**config.mk**
```make
export PLATFORM = sky130hd
export DESIGN_NAME = stop_wait_link_sequencer_flat
export DESIGN_NICKNAME = d
export VERILOG_FILES = /design/src/sv/swl_pkg.sv /design/src/sv/swl_if.sv /design/src/sv/stop_wait_link_sequencer.sv /design/src/flat_wrapper.sv
export SDC_FILE = /design/constraint.sdc
export NUM_CORES = 1
export LEC_CHECK = 0
export BUFFER_PORTS_ARGS = -buffer_cell sky130_fd_sc_hd__clkbuf_2
export CORE_MARGIN = 1
export CORE_UTILIZATION = 40
export CTS_BUF_LIST = sky130_fd_sc_hd__clkbuf_8
export CTS_CLUSTER_SIZE = 24
export DETAILED_ROUTE_END_ITERATION = 12
export HOLD_SLACK_MARGIN = 0.06
export PLACE_DENSITY_LB_ADDON = 0.12
export SLEW_MARGIN = 20
export SYNTH_ARGS = -nofsm -noshare
export SYNTH_HDL_FRONTEND = slang
export SYNTH_SLANG_ARGS = --single-unit
```
**constraint.sdc**
```tcl
create_clock -name clk -period 8.1 [get_ports clk]
set_input_delay 1.62 -clock clk [delete_from_list [all_inputs] [get_ports clk]]
set_output_delay 1.62 -clock clk [all_outputs]
set_load 0.02 [all_outputs]
```
**src/sv/swl_pkg.sv**
```systemverilog
// Shared constants and codes of the stop-and-wait link sequencer.
// No dependencies; used by the channel interfaces, the top level and the checker.
package swl_pkg;

	// Queue and field sizes
	localparam int Q_DEPTH    = 16;
	localparam int Q_AW       = $clog2(Q_DEPTH);
	localparam int Q_CW       = $clog2(Q_DEPTH + 1);
	localparam int SEQ_W      = 32;
	localparam int HANDLE_W   = 16;
	localparam int TMR_W      = 16;
	localparam int RETRY_W    = 4;
	localparam int CMD_W      = 2;
	localparam int KIND_W     = 2;
	localparam int CFG_IDX_W  = 2;
	localparam int CFG_DATA_W = 16;

	// Commands
	localparam logic [CMD_W-1:0] CMD_RECV = 2'd0;
	localparam logic [CMD_W-1:0] CMD_ENQ  = 2'd1;
	localparam logic [CMD_W-1:0] CMD_PULL = 2'd2;
	localparam logic [CMD_W-1:0] CMD_TICK = 2'd3;

	// Queue entry kinds
	localparam logic [KIND_W-1:0] KIND_USER  = 2'd0;
	localparam logic [KIND_W-1:0] KIND_ACK   = 2'd1;
	localparam logic [KIND_W-1:0] KIND_PROBE = 2'd2;

	// Register indexes
	localparam logic [CFG_IDX_W-1:0] CFG_RESP_TO   = 2'd0;
	localparam logic [CFG_IDX_W-1:0] CFG_CONN_TO   = 2'd1;
	localparam logic [CFG_IDX_W-1:0] CFG_RETRY_LIM = 2'd2;

	// Register reset values
	localparam logic [TMR_W-1:0]   RESP_TO_RST   = 16'd1500;
	localparam logic [TMR_W-1:0]   CONN_TO_RST   = 16'd7000;
	localparam logic [RETRY_W-1:0] RETRY_LIM_RST = 4'd3;

endpackage

```
**src/sv/swl_if.sv**
```systemverilog
// Valid/ready channels of the stop-and-wait link sequencer: command words in,
// result words out. Depends on swl_pkg.
interface swl_req_if;
	import swl_pkg::*;

	logic                valid;
	logic                ready;
	logic [CMD_W-1:0]    cmd;
	logic [SEQ_W-1:0]    rx_seq;
	logic                rx_is_ack;
	logic [HANDLE_W-1:0] msg_handle;
	logic                msg_extra;

	modport source (output valid, cmd, rx_seq, rx_is_ack, msg_handle, msg_extra,
		input ready);
	modport sink (input valid, cmd, rx_seq, rx_is_ack, msg_handle, msg_extra,
		output ready);
endinterface

interface swl_rsp_if;
	import swl_pkg::*;

	logic                valid;
	logic                ready;
	logic                further_needed;
	logic                send_ready;
	logic                online;
	logic                online_changed;
	logic                tx_valid;
	logic [KIND_W-1:0]   tx_kind;
	logic [HANDLE_W-1:0] tx_handle;
	logic [SEQ_W-1:0]    tx_seq;
	logic [SEQ_W-1:0]    tx_ack_seq;
	logic                queue_overflow;

	modport source (output valid, further_needed, send_ready, online, online_changed,
		tx_valid, tx_kind, tx_handle, tx_seq, tx_ack_seq, queue_overflow,
		input ready);
	modport sink (input valid, further_needed, send_ready, online, online_changed,
		tx_valid, tx_kind, tx_handle, tx_seq, tx_ack_seq, queue_overflow,
		output ready);
endinterface

```
**src/sv/stop_wait_link_sequencer.sv**
```systemverilog
// Stop-and-wait link endpoint; depends on swl_pkg and swl_if.sv.
// Results are registered in the output register, or the skid register on a stall.
// Throughput: one word per cycle while the skid register is empty; a tick queueing
// a retransmission and a probe holds off the next word (one send queue write port).
// Reset: control state, timers and registers return to defaults at once; the queue
// memory is not cleared (no clearing pass), an empty queue never reads it.
module stop_wait_link_sequencer (
	input  logic                             clk,
	input  logic                             arst_n,
	input  logic                             cfg_we,
	input  logic [swl_pkg::CFG_IDX_W-1:0]    cfg_index,
	input  logic [swl_pkg::CFG_DATA_W-1:0]   cfg_data,
	swl_req_if.sink                          req,
	swl_rsp_if.source                        rsp
);
	import swl_pkg::*;

	typedef struct packed {
		logic [KIND_W-1:0]   kind;
		logic                extra;
		logic [HANDLE_W-1:0] handle;
	} entry_t;

	// Queue pointers, head copy and up to two writes made by one word
	typedef struct packed {
		logic [Q_AW-1:0] head;
		logic [Q_CW-1:0] count;
		entry_t          hent;
		logic            ovf;
		logic            w0_v;
		logic [Q_AW-1:0] w0_a;
		entry_t          w0_d;
		logic            w1_v;
		logic [Q_AW-1:0] w1_a;
		entry_t          w1_d;
	} qs_t;

	typedef struct packed {
		logic                further_needed;
		logic                send_ready;
		logic                online;
		logic                online_changed;
		logic                tx_valid;
		logic [KIND_W-1:0]   tx_kind;
		logic [HANDLE_W-1:0] tx_handle;
		logic [SEQ_W-1:0]    tx_seq;
		logic [SEQ_W-1:0]    tx_ack_seq;
		logic                queue_overflow;
	} res_t;

	function automatic logic [Q_AW-1:0] q_inc(input logic [Q_AW-1:0] h);
		return (h == Q_AW'(Q_DEPTH - 1)) ? '0 : h + 1'b1;
	endfunction

	function automatic logic [Q_AW-1:0] q_dec(input logic [Q_AW-1:0] h);
		return (h == '0) ? Q_AW'(Q_DEPTH - 1) : h - 1'b1;
	endfunction

	function automatic logic [Q_AW-1:0] q_add(input logic [Q_AW-1:0] h,
			input logic [Q_CW-1:0] n);
		logic [Q_AW:0] s;
		s = (Q_AW + 1)'(h) + (Q_AW + 1)'(n);
		if (s >= (Q_AW + 1)'(Q_DEPTH))
			s = s - (Q_AW + 1)'(Q_DEPTH);
		return s[Q_AW-1:0];
	endfunction

	// Insert one entry at the front or the back, or flag a drop when full
	function automatic qs_t q_push(input qs_t s, input logic [KIND_W-1:0] kind,
			input logic [HANDLE_W-1:0] handle, input logic extra);
		qs_t             r;
		entry_t          e;
		logic [Q_AW-1:0] a;
		r        = s;
		e.kind   = kind;
		e.extra  = extra;
		e.handle = handle;
		a        = '0;
		if (s.count >= Q_CW'(Q_DEPTH)) begin
			r.ovf = 1'b1;
		end else begin
			if (extra) begin
				r.head = q_dec(s.head);
				r.hent = e;
				a      = r.head;
			end else begin
				a = q_add(s.head, s.count);
				if (s.count == '0)
					r.hent = e;
			end
			if (!s.w0_v) begin
				r.w0_v = 1'b1;
				r.w0_a = a;
				r.w0_d = e;
			end else begin
				r.w1_v = 1'b1;
				r.w1_a = a;
				r.w1_d = e;
			end
			r.count = s.count + 1'b1;
		end
		return r;
	endfunction

	// Registers
	logic [TMR_W-1:0]    resp_to_q, conn_to_q;
	logic [RETRY_W-1:0]  retry_lim_q;
	logic [Q_AW-1:0]     head_q;
	logic [Q_CW-1:0]     count_q;
	entry_t              hent_q;
	logic [KIND_W-1:0]   last_kind_q;
	logic [HANDLE_W-1:0] last_handle_q;
	logic [SEQ_W-1:0]    rx_base_q, tx_ctr_q;
	logic                acked_q, online_q;
	logic [TMR_W-1:0]    resp_cnt_q, conn_cnt_q;
	logic                resp_run_q, conn_run_q;
	logic [RETRY_W-1:0]  retries_q;
	logic                pend_q;
	logic [Q_AW-1:0]     pend_a_q;
	entry_t              pend_d_q;
	entry_t              rd_q, fwd_d_q;
	logic                fwd_hit_q;
	res_t                out_q, skid_q;
	logic                out_v_q, skid_v_q;

	// Next-state values
	qs_t                 q;
	logic [KIND_W-1:0]   last_kind_n;
	logic [HANDLE_W-1:0] last_handle_n;
	logic [SEQ_W-1:0]    rx_base_n, tx_ctr_n;
	logic                acked_n, online_n;
	logic [TMR_W-1:0]    resp_cnt_n, conn_cnt_n;
	logic                resp_run_n, conn_run_n;
	logic [RETRY_W-1:0]  retries_n;
	res_t                res;

	logic                acc, take;
	entry_t              next_ent, pull_ent;
	logic [SEQ_W-1:0]    base_inc;
	logic                mem_we;
	logic [Q_AW-1:0]     mem_wa, mem_ra;
	entry_t              mem_wd;
	entry_t              mem [Q_DEPTH];

	assign acc      = req.valid && req.ready;
	assign take     = out_v_q && rsp.ready;
	assign req.ready = !skid_v_q && !pend_q;
	assign base_inc = rx_base_q + 1'b1;
	// Entry behind the head, with last cycle's write folded in
	assign next_ent = fwd_hit_q ? fwd_d_q : rd_q;

	// Evaluate one command word against the current state
	always_comb begin
		q             = '0;
		q.head        = head_q;
		q.count       = count_q;
		q.hent        = hent_q;
		last_kind_n   = last_kind_q;
		last_handle_n = last_handle_q;
		rx_base_n     = rx_base_q;
		tx_ctr_n      = tx_ctr_q;
		acked_n       = acked_q;
		online_n      = online_q;
		resp_cnt_n    = resp_cnt_q;
		conn_cnt_n    = conn_cnt_q;
		resp_run_n    = resp_run_q;
		conn_run_n    = conn_run_q;
		retries_n     = retries_q;
		pull_ent      = hent_q;
		res           = '0;
		if (acc) begin
			case (req.cmd)
				CMD_RECV: begin
					if (req.rx_seq == rx_base_q && !req.rx_is_ack) begin
						q = q_push(q, KIND_ACK, '0, 1'b1);
					end else if (req.rx_seq == base_inc) begin
						rx_base_n = req.rx_seq;
						if (req.rx_is_ack) begin
							acked_n = 1'b1;
						end else begin
							q = q_push(q, KIND_ACK, '0, 1'b0);
							res.further_needed = 1'b1;
						end
					end
					conn_run_n = 1'b1;
					conn_cnt_n = '0;
					if (!online_q) begin
						online_n = 1'b1;
						res.online_changed = 1'b1;
					end
				end
				CMD_ENQ: begin
					q = q_push(q, KIND_USER, req.msg_handle, req.msg_extra);
				end
				CMD_PULL: begin
					if (count_q != '0) begin
						pull_ent = hent_q;
						q.head   = q_inc(head_q);
						q.count  = count_q - 1'b1;
						q.hent   = next_ent;
						if (pull_ent.kind != KIND_ACK) begin
							acked_n       = 1'b0;
							last_kind_n   = pull_ent.kind;
							last_handle_n = pull_ent.handle;
							resp_run_n    = 1'b1;
							resp_cnt_n    = '0;
						end
						if (!pull_ent.extra)
							tx_ctr_n = tx_ctr_q + 1'b1;
						res.tx_valid   = 1'b1;
						res.tx_kind    = pull_ent.kind;
						res.tx_handle  = pull_ent.handle;
						res.tx_seq     = tx_ctr_n;
						res.tx_ack_seq = base_inc;
					end
				end
				CMD_TICK: begin
					// Response timer acts before the connection timer
					if (resp_run_q) begin
						resp_cnt_n = resp_cnt_q + 1'b1;
						if (resp_cnt_n >= resp_to_q) begin
							resp_run_n = 1'b0;
							if (acked_q) begin
								retries_n = '0;
							end else begin
								q = q_push(q, last_kind_q, last_handle_q, 1'b1);
								resp_run_n = 1'b1;
								resp_cnt_n = '0;
								if (last_kind_q == KIND_PROBE) begin
									retries_n = retries_q + 1'b1;
									if (retries_n == retry_lim_q) begin
										resp_run_n = 1'b0;
										resp_cnt_n = resp_cnt_q + 1'b1;
										if (online_q) begin
											online_n = 1'b0;
											res.online_changed = 1'b1;
										end
									end
								end
							end
						end
					end
					if (conn_run_q) begin
						conn_cnt_n = conn_cnt_q + 1'b1;
						if (conn_cnt_n >= conn_to_q) begin
							conn_run_n = 1'b0;
							q = q_push(q, KIND_PROBE, '0, 1'b0);
						end
					end
				end
				default: begin
				end
			endcase
		end
		res.online         = online_n;
		res.queue_overflow = q.ovf;
		res.send_ready     = (q.count != '0) && (acked_n || (q.hent.extra &&
			q.hent.kind == last_kind_n && q.hent.handle == last_handle_n));
	end

	// Memory ports: a deferred second write takes the port first
	assign mem_we = pend_q || (acc && q.w0_v);
	assign mem_wa = pend_q ? pend_a_q : q.w0_a;
	assign mem_wd = pend_q ? pend_d_q : q.w0_d;
	assign mem_ra = q_inc(q.head);

	// Send queue memory, registered read
	always_ff @(posedge clk) begin
		if (mem_we)
			mem[mem_wa] <= mem_wd;
		rd_q    <= mem[mem_ra];
		fwd_d_q <= mem_wd;
	end

	// Hold the second write of a double push
	always_ff @(posedge clk) begin
		pend_a_q <= q.w1_a;
		pend_d_q <= q.w1_d;
	end

	// Advance state and load registers
	always_ff @(posedge clk or negedge arst_n) begin
		if (!arst_n) begin
			resp_to_q     <= RESP_TO_RST;
			conn_to_q     <= CONN_TO_RST;
			retry_lim_q   <= RETRY_LIM_RST;
			head_q        <= '0;
			count_q       <= '0;
			last_kind_q   <= KIND_USER;
			last_handle_q <= '0;
			rx_base_q     <= '0;
			tx_ctr_q      <= '0;
			acked_q       <= 1'b1;
			online_q      <= 1'b0;
			resp_cnt_q    <= '0;
			conn_cnt_q    <= '0;
			resp_run_q    <= 1'b0;
			conn_run_q    <= 1'b0;
			retries_q     <= '0;
			pend_q        <= 1'b0;
			fwd_hit_q     <= 1'b0;
		end else begin
			if (cfg_we) begin
				case (cfg_index)
					CFG_RESP_TO:   resp_to_q   <= cfg_data[TMR_W-1:0];
					CFG_CONN_TO:   conn_to_q   <= cfg_data[TMR_W-1:0];
					CFG_RETRY_LIM: retry_lim_q <= cfg_data[RETRY_W-1:0];
					default: begin
					end
				endcase
			end
			head_q        <= q.head;
			count_q       <= q.count;
			last_kind_q   <= last_kind_n;
			last_handle_q <= last_handle_n;
			rx_base_q     <= rx_base_n;
			tx_ctr_q      <= tx_ctr_n;
			acked_q       <= acked_n;
			online_q      <= online_n;
			resp_cnt_q    <= resp_cnt_n;
			conn_cnt_q    <= conn_cnt_n;
			resp_run_q    <= resp_run_n;
			conn_run_q    <= conn_run_n;
			retries_q     <= retries_n;
			pend_q        <= acc && q.w1_v;
			fwd_hit_q     <= mem_we && (mem_wa == mem_ra);
		end
	end

	// Head copy follows the queue front
	always_ff @(posedge clk) begin
		hent_q <= q.hent;
	end

	// Output register with skid stage
	always_ff @(posedge clk or negedge arst_n) begin
		if (!arst_n) begin
			out_v_q  <= 1'b0;
			skid_v_q <= 1'b0;
		end else if (skid_v_q) begin
			if (take)
				skid_v_q <= 1'b0;
		end else if (acc) begin
			if (out_v_q && !take)
				skid_v_q <= 1'b1;
			else
				out_v_q <= 1'b1;
		end else if (take) begin
			out_v_q <= 1'b0;
		end
	end

	always_ff @(posedge clk) begin
		if (skid_v_q) begin
			if (take)
				out_q <= skid_q;
		end else if (acc) begin
			if (out_v_q && !take)
				skid_q <= res;
			else
				out_q <= res;
		end
	end

	// Drive the result channel
	assign rsp.valid          = out_v_q;
	assign rsp.further_needed = out_q.further_needed;
	assign rsp.send_ready     = out_q.send_ready;
	assign rsp.online         = out_q.online;
	assign rsp.online_changed = out_q.online_changed;
	assign rsp.tx_valid       = out_q.tx_valid;
	assign rsp.tx_kind        = out_q.tx_kind;
	assign rsp.tx_handle      = out_q.tx_handle;
	assign rsp.tx_seq         = out_q.tx_seq;
	assign rsp.tx_ack_seq     = out_q.tx_ack_seq;
	assign rsp.queue_overflow = out_q.queue_overflow;

endmodule

```
**src/flat_wrapper.sv**
```systemverilog
// flat-port wrapper written by rule: the top's interface ports become plain ports
module stop_wait_link_sequencer_flat import swl_pkg::*;
  (clk, arst_n, cfg_we, cfg_index, cfg_data, req_valid, req_cmd, req_rx_seq, req_rx_is_ack, req_msg_handle, req_msg_extra, req_ready, rsp_valid, rsp_further_needed, rsp_send_ready, rsp_online, rsp_online_changed, rsp_tx_valid, rsp_tx_kind, rsp_tx_handle, rsp_tx_seq, rsp_tx_ack_seq, rsp_queue_overflow, rsp_ready);
  swl_req_if req_i ();
  swl_rsp_if rsp_i ();
  input  logic clk;
  input  logic arst_n;
  input  logic cfg_we;
  input  logic [swl_pkg::CFG_IDX_W-1:0] cfg_index;
  input  logic [swl_pkg::CFG_DATA_W-1:0] cfg_data;
  input wire logic [$bits(req_i.valid)-1:0] req_valid;
  input wire logic [$bits(req_i.cmd)-1:0] req_cmd;
  input wire logic [$bits(req_i.rx_seq)-1:0] req_rx_seq;
  input wire logic [$bits(req_i.rx_is_ack)-1:0] req_rx_is_ack;
  input wire logic [$bits(req_i.msg_handle)-1:0] req_msg_handle;
  input wire logic [$bits(req_i.msg_extra)-1:0] req_msg_extra;
  output wire logic [$bits(req_i.ready)-1:0] req_ready;
  output wire logic [$bits(rsp_i.valid)-1:0] rsp_valid;
  output wire logic [$bits(rsp_i.further_needed)-1:0] rsp_further_needed;
  output wire logic [$bits(rsp_i.send_ready)-1:0] rsp_send_ready;
  output wire logic [$bits(rsp_i.online)-1:0] rsp_online;
  output wire logic [$bits(rsp_i.online_changed)-1:0] rsp_online_changed;
  output wire logic [$bits(rsp_i.tx_valid)-1:0] rsp_tx_valid;
  output wire logic [$bits(rsp_i.tx_kind)-1:0] rsp_tx_kind;
  output wire logic [$bits(rsp_i.tx_handle)-1:0] rsp_tx_handle;
  output wire logic [$bits(rsp_i.tx_seq)-1:0] rsp_tx_seq;
  output wire logic [$bits(rsp_i.tx_ack_seq)-1:0] rsp_tx_ack_seq;
  output wire logic [$bits(rsp_i.queue_overflow)-1:0] rsp_queue_overflow;
  input wire logic [$bits(rsp_i.ready)-1:0] rsp_ready;
  assign req_i.valid = req_valid;
  assign req_i.cmd = req_cmd;
  assign req_i.rx_seq = req_rx_seq;
  assign req_i.rx_is_ack = req_rx_is_ack;
  assign req_i.msg_handle = req_msg_handle;
  assign req_i.msg_extra = req_msg_extra;
  assign req_ready = req_i.ready;
  assign rsp_valid = rsp_i.valid;
  assign rsp_further_needed = rsp_i.further_needed;
  assign rsp_send_ready = rsp_i.send_ready;
  assign rsp_online = rsp_i.online;
  assign rsp_online_changed = rsp_i.online_changed;
  assign rsp_tx_valid = rsp_i.tx_valid;
  assign rsp_tx_kind = rsp_i.tx_kind;
  assign rsp_tx_handle = rsp_i.tx_handle;
  assign rsp_tx_seq = rsp_i.tx_seq;
  assign rsp_tx_ack_seq = rsp_i.tx_ack_seq;
  assign rsp_queue_overflow = rsp_i.queue_overflow;
  assign rsp_i.ready = rsp_ready;
  stop_wait_link_sequencer u_core (.clk(clk), .arst_n(arst_n), .cfg_we(cfg_we), .cfg_index(cfg_index), .cfg_data(cfg_data), .req(req_i), .rsp(rsp_i));
endmodule
```
==> flow_summary.json <==
{
  "synth_mux_area_share_pct": 7.85,
  "p_comb_share_pct": 36.2,
  "rr_worst_depth": 23,
  "async_reset_ff_share_pct": 24.0,
  "switching_power_mw": 4.95,
  "grt_pass1_vias": 24100,
  "ir_drop_v": 0.000271,
  "start_util_pct": 40.5,
  "swShare_pct": 38.7,
  "routabilityCongestion": 0.923,
  "routed-via-count": 24000,
  "netlist_area_sq_um": 34600,
  "area_delta_synth_final_pct": 13.4,
  "p_leak_nw": 15.2,
  "crit_type": "reg -> reg",
  "p_seq_share_pct": 38.7,
  "cp.required_ns": 8.75,
  "htree_num_levels": 3,
  "drtIter0Drc": 1788,
  "synth_compound_area_share_pct": 12.3,
  "antenna_found_initial": 10,
  "die_area_sq_um": 87700,
  "synthAdderAreaFrac_pct": 2.14,
  "r2r_start": "u_core.resp_cnt_q[5]",
  "setup_viol_count_final": 0,
  "via_per_inst": 5.53,
  "cts_tree": "built",
  "clock_path_buffers": 3,
  "pwr-share-clk_pct": 25.1,
  "fillers": 7876,
  "power.density_nw_per_um2": 327,
  "coreArea_sq_um": 85400,
  "min-delay-path-class": "reg -> reg",
  "nets": 3220,
  "synth_ff_type": "edfxtp_1",
  "root_buffer": "clkbuf_8",
  "mostFrequentLayoutCell": "edfxtp_1",
  "crit_fanout": 52,
  "hold_viol": 0,
  "synth_edf_count": 480,
  "netlist_instances": 2920,
  "portBuffers": 164,
  "grt_usage_pct": 22.7,
  "synth_cell_types": 103,
  "insertion_delay_ns": 0.81,
  "pin_count": 165,
  "grt.overflow.total": 0,
  "startpoint_type": "flop",
  "cp_data_arrival_time_ns": 7.67,
  "synth_warnings": 0,
  "firstDrtPassIters": 5,
  "timing.fmax_mhz": 142,
  "cts_hold_buf": 0,
  "fin_crit_sh_pct": 86.7,
  "hp-start": "u_core.resp_to_q[8]",
  "drc": 0,
  "max_slew_margin_pct": 25.2,
  "ys_seq_elements": 713,
  "endpoint_kind": "flop",
  "cts_resized": 0,
  "rsz0062_at_grt": "false",
  "post-cts-setup-buffers": 0,
  "fin_crit_ns": 7.02,
  "status": "finished, final reports clean",
  "synth_xor_area_share_pct": 4.74,
  "hold_path_end": "u_core.resp_to_q[8]",
  "ys_seq_area_share_pct": 57.7,
  "timing.rr.end": "u_core.rd_q[10]",
  "grt_pass1_wl_um": 151000,
  "cap_viol_max_count": 0,
  "synth_top_family_by_area": "compound AO/OA/AOI/OAI gates",
  "yosys.area_share.simple_pct": 12.0,
  "die_y_um": 296,
  "fin_tns_setup_ns": 0,
  "clkSinkCount": 713,
  "utilization_pct": 45.9,
  "cts.clk_slew.worst_paths_ns": 0.06,
  "synth_area_per_cell_sq_um": 11.8,
  "worstMarginPinSlew_ns": 1.12,
  "final_cell_mix": "480 x edfxtp_1, 282 x nand2_1, 217 x nor2_1",
  "syn-num-nets": 3053,
  "die_x_um": 296,
  "antenna_left": 0,
  "finalClockSkew_ns": 0.0430,
  "drv_slew": 0,
  "wl_per_cell_um": 22.8,
  "ff2ff_setup_slack_ns": 1.08,
  "internal_power_mw": 7.85,
  "drive_gt1_share_pct": 18.6,
  "cts_buffers": 119,
  "hold-path-cell-count": 2,
  "wl_um": 99000,
  "num_rows": 107,
  "grt_start_max_net_pins": 113,
  "hpwl_um": 67700
}
[cells by family after synthesis]
group | count (synthesis)
AND/OR/NAND/NOR | 857
flip-flops | 713
AO/OA/AOI/OAI | 605
buffers and inverters | 289
multiplexers | 214
XOR/XNOR | 184
adder cells (fa/ha/maj) | 58
[sequential cells by signal, summed over array words and instances, names as in the netlist, 5 cells and up]
| signal | count |
|---|---|
| u_core.mem | 304 |
| u_core.skid_q | 88 |
| u_core.rsp.tx_ack_seq | 32 |
| u_core.rsp.tx_seq | 32 |
| u_core.rx_base_q | 32 |
| u_core.tx_ctr_q | 32 |
| u_core.fwd_d_q | 19 |
| u_core.hent_q | 19 |
| u_core.rd_q | 19 |
| u_core.conn_cnt_q | 16 |
| u_core.conn_to_q | 16 |
| u_core.last_handle_q | 16 |
| u_core.resp_cnt_q | 16 |
| u_core.resp_to_q | 16 |
| u_core.rsp.tx_handle | 16 |
| u_core.count_q | 5 |
[power by group through the flow]
stage / combinational [mW] / sequential, mW / clock [mW]
final: 4.63 / 4.96 / 3.22
after global routing: 5.04 / 5.01 / 3.48
after CTS: 4.68 / 4.95 / 3.32
after detailed placement: 4.67 / 5.02 / 0
after global placement: 4.65 / 5.02 / 0
after floorplan: 3.04 / 4.99 / 0
[worst max-delay path, cell delays in order, from the launching register on]
cell,delay (ns)
dfrtp_1,0.41
and3_1,0.21
nand3_1,0.11
nor4_1,0.46
and3_1,0.26
xor2_1,0.21
ha_1,0.28
a21o_1,0.19
a21o_1,0.20
a2111oi_4,0.61
a21o_1,0.19
buf_4,0.31
a221o_1,0.25
a211oi_1,0.08
o211a_1,0.24
nor3_1,0.30
ha_2,0.30
inv_1,0.08
o31ai_4,0.35
buf_12,0.41
mux4_2,0.55
nor2b_1,0.14
a211oi_1,0.62
a21oi_1,0.08
[Yosys cell counts (13+ instances only)]
| cell | n | area [sq um] |
|---|---|---|
| edfxtp_1 | 480 | 14400 |
| nand2_1 | 283 | 1060 |
| nor2_1 | 235 | 882 |
| dfrtp_1 | 154 | 3850 |
| clkbuf_1 | 135 | 507 |
| o21ai_0 | 122 | 611 |
| xnor2_1 | 115 | 1010 |
| inv_1 | 106 | 398 |
| a21oi_1 | 101 | 505 |
| mux2i_1 | 101 | 1010 |
| o31ai_1 | 75 | 563 |
| mux2_2 | 74 | 833 |
| nand3_1 | 67 | 335 |
| xor2_1 | 67 | 587 |
| dfxtp_1 | 62 | 1240 |
| ha_1 | 56 | 701 |
| a22oi_1 | 46 | 345 |
| and3_1 | 43 | 269 |
| nand4_1 | 40 | 250 |
| mux4_2 | 38 | 856 |
| nor2b_1 | 37 | 231 |
| a211oi_1 | 35 | 263 |
| nor3_1 | 30 | 150 |
| buf_1 | 22 | 82.6 |
| a211o_1 | 21 | 184 |
| nor4_1 | 21 | 131 |
| a22o_1 | 20 | 175 |
| o22ai_1 | 19 | 119 |
| a32o_1 | 17 | 170 |
| dfstp_2 | 17 | 447 |
| and2_1 | 14 | 87.6 |
| buf_2 | 14 | 70.1 |
| o211ai_1 | 14 | 105 |
| a21o_1 | 13 | 97.6 |
[worst max-delay path by stage]
| stage | from | slack (ns) | cells after the start | to |
|---|---|---|---|---|
| 3_3_place_gp | req_rx_seq[17] | 1.14 | 17 | u_core.rd_q[10] |
| 3_5_place_dp | u_core.resp_cnt_q[5] | 1.06 | 23 | u_core.rd_q[10] |
| 6_report | u_core.resp_cnt_q[5] | 1.08 | 23 | u_core.rd_q[10] |
| 5_1_grt | u_core.resp_cnt_q[5] | 0.62 | 23 | u_core.rd_q[10] |
| 4_1_cts | u_core.resp_cnt_q[5] | 1.03 | 23 | u_core.rd_q[10] |
| 2_1_floorplan | req_valid | 0.47 | 5 | u_core.rsp.further_needed |
[per-stage QoR]
step / power (mW) / hold slack [ns] / instances / area [sq um] / worst slack (ns)
after floorplan: 8.03 / 0.445 / 2920 / 34600 / 0.473
after global placement: 9.67 / 0.488 / 4110 / 36800 / 1.14
after detailed placement: 9.69 / 0.502 / 4110 / 36800 / 1.06
after CTS: 13.0 / 0.514 / 4338 / 39200 / 1.03
after global routing: 13.5 / 0.532 / 4340 / 39200 / 0.616
final: 12.8 / 0.509 / 4342 / 39200 / 1.08
[cell type report]
cell class / instances / area (sq um) / area share (%)
Antenna cell: 4 / 10.0 / 0.0255
Clock buffer: 133 / 1830 / 4.67
Clock inverter: 95 / 597 / 1.52
Inverter: 107 / 402 / 1.02
Multi-Input combinational cell: 1918 / 13700 / 34.8
Sequential cell: 713 / 20000 / 50.9
Tap cell: 1144 / 1430 / 3.65
Timing Repair Buffer: 228 / 1340 / 3.40
[metal layers]
| layer | track usage [%] | vias up | share of wire, % |
|---|---|---|---|
| li1 | - | 11300 | - |
| met1 | 29.5 | 11900 | 44 |
| met2 | 37.6 | 638 | 48 |
| met3 | 4.83 | 193 | 5.5 |
| met4 | 7.71 | 14 | 3.0 |
| met5 | 0 | - | 0.081 |
(Power assumes the default switching activity.)
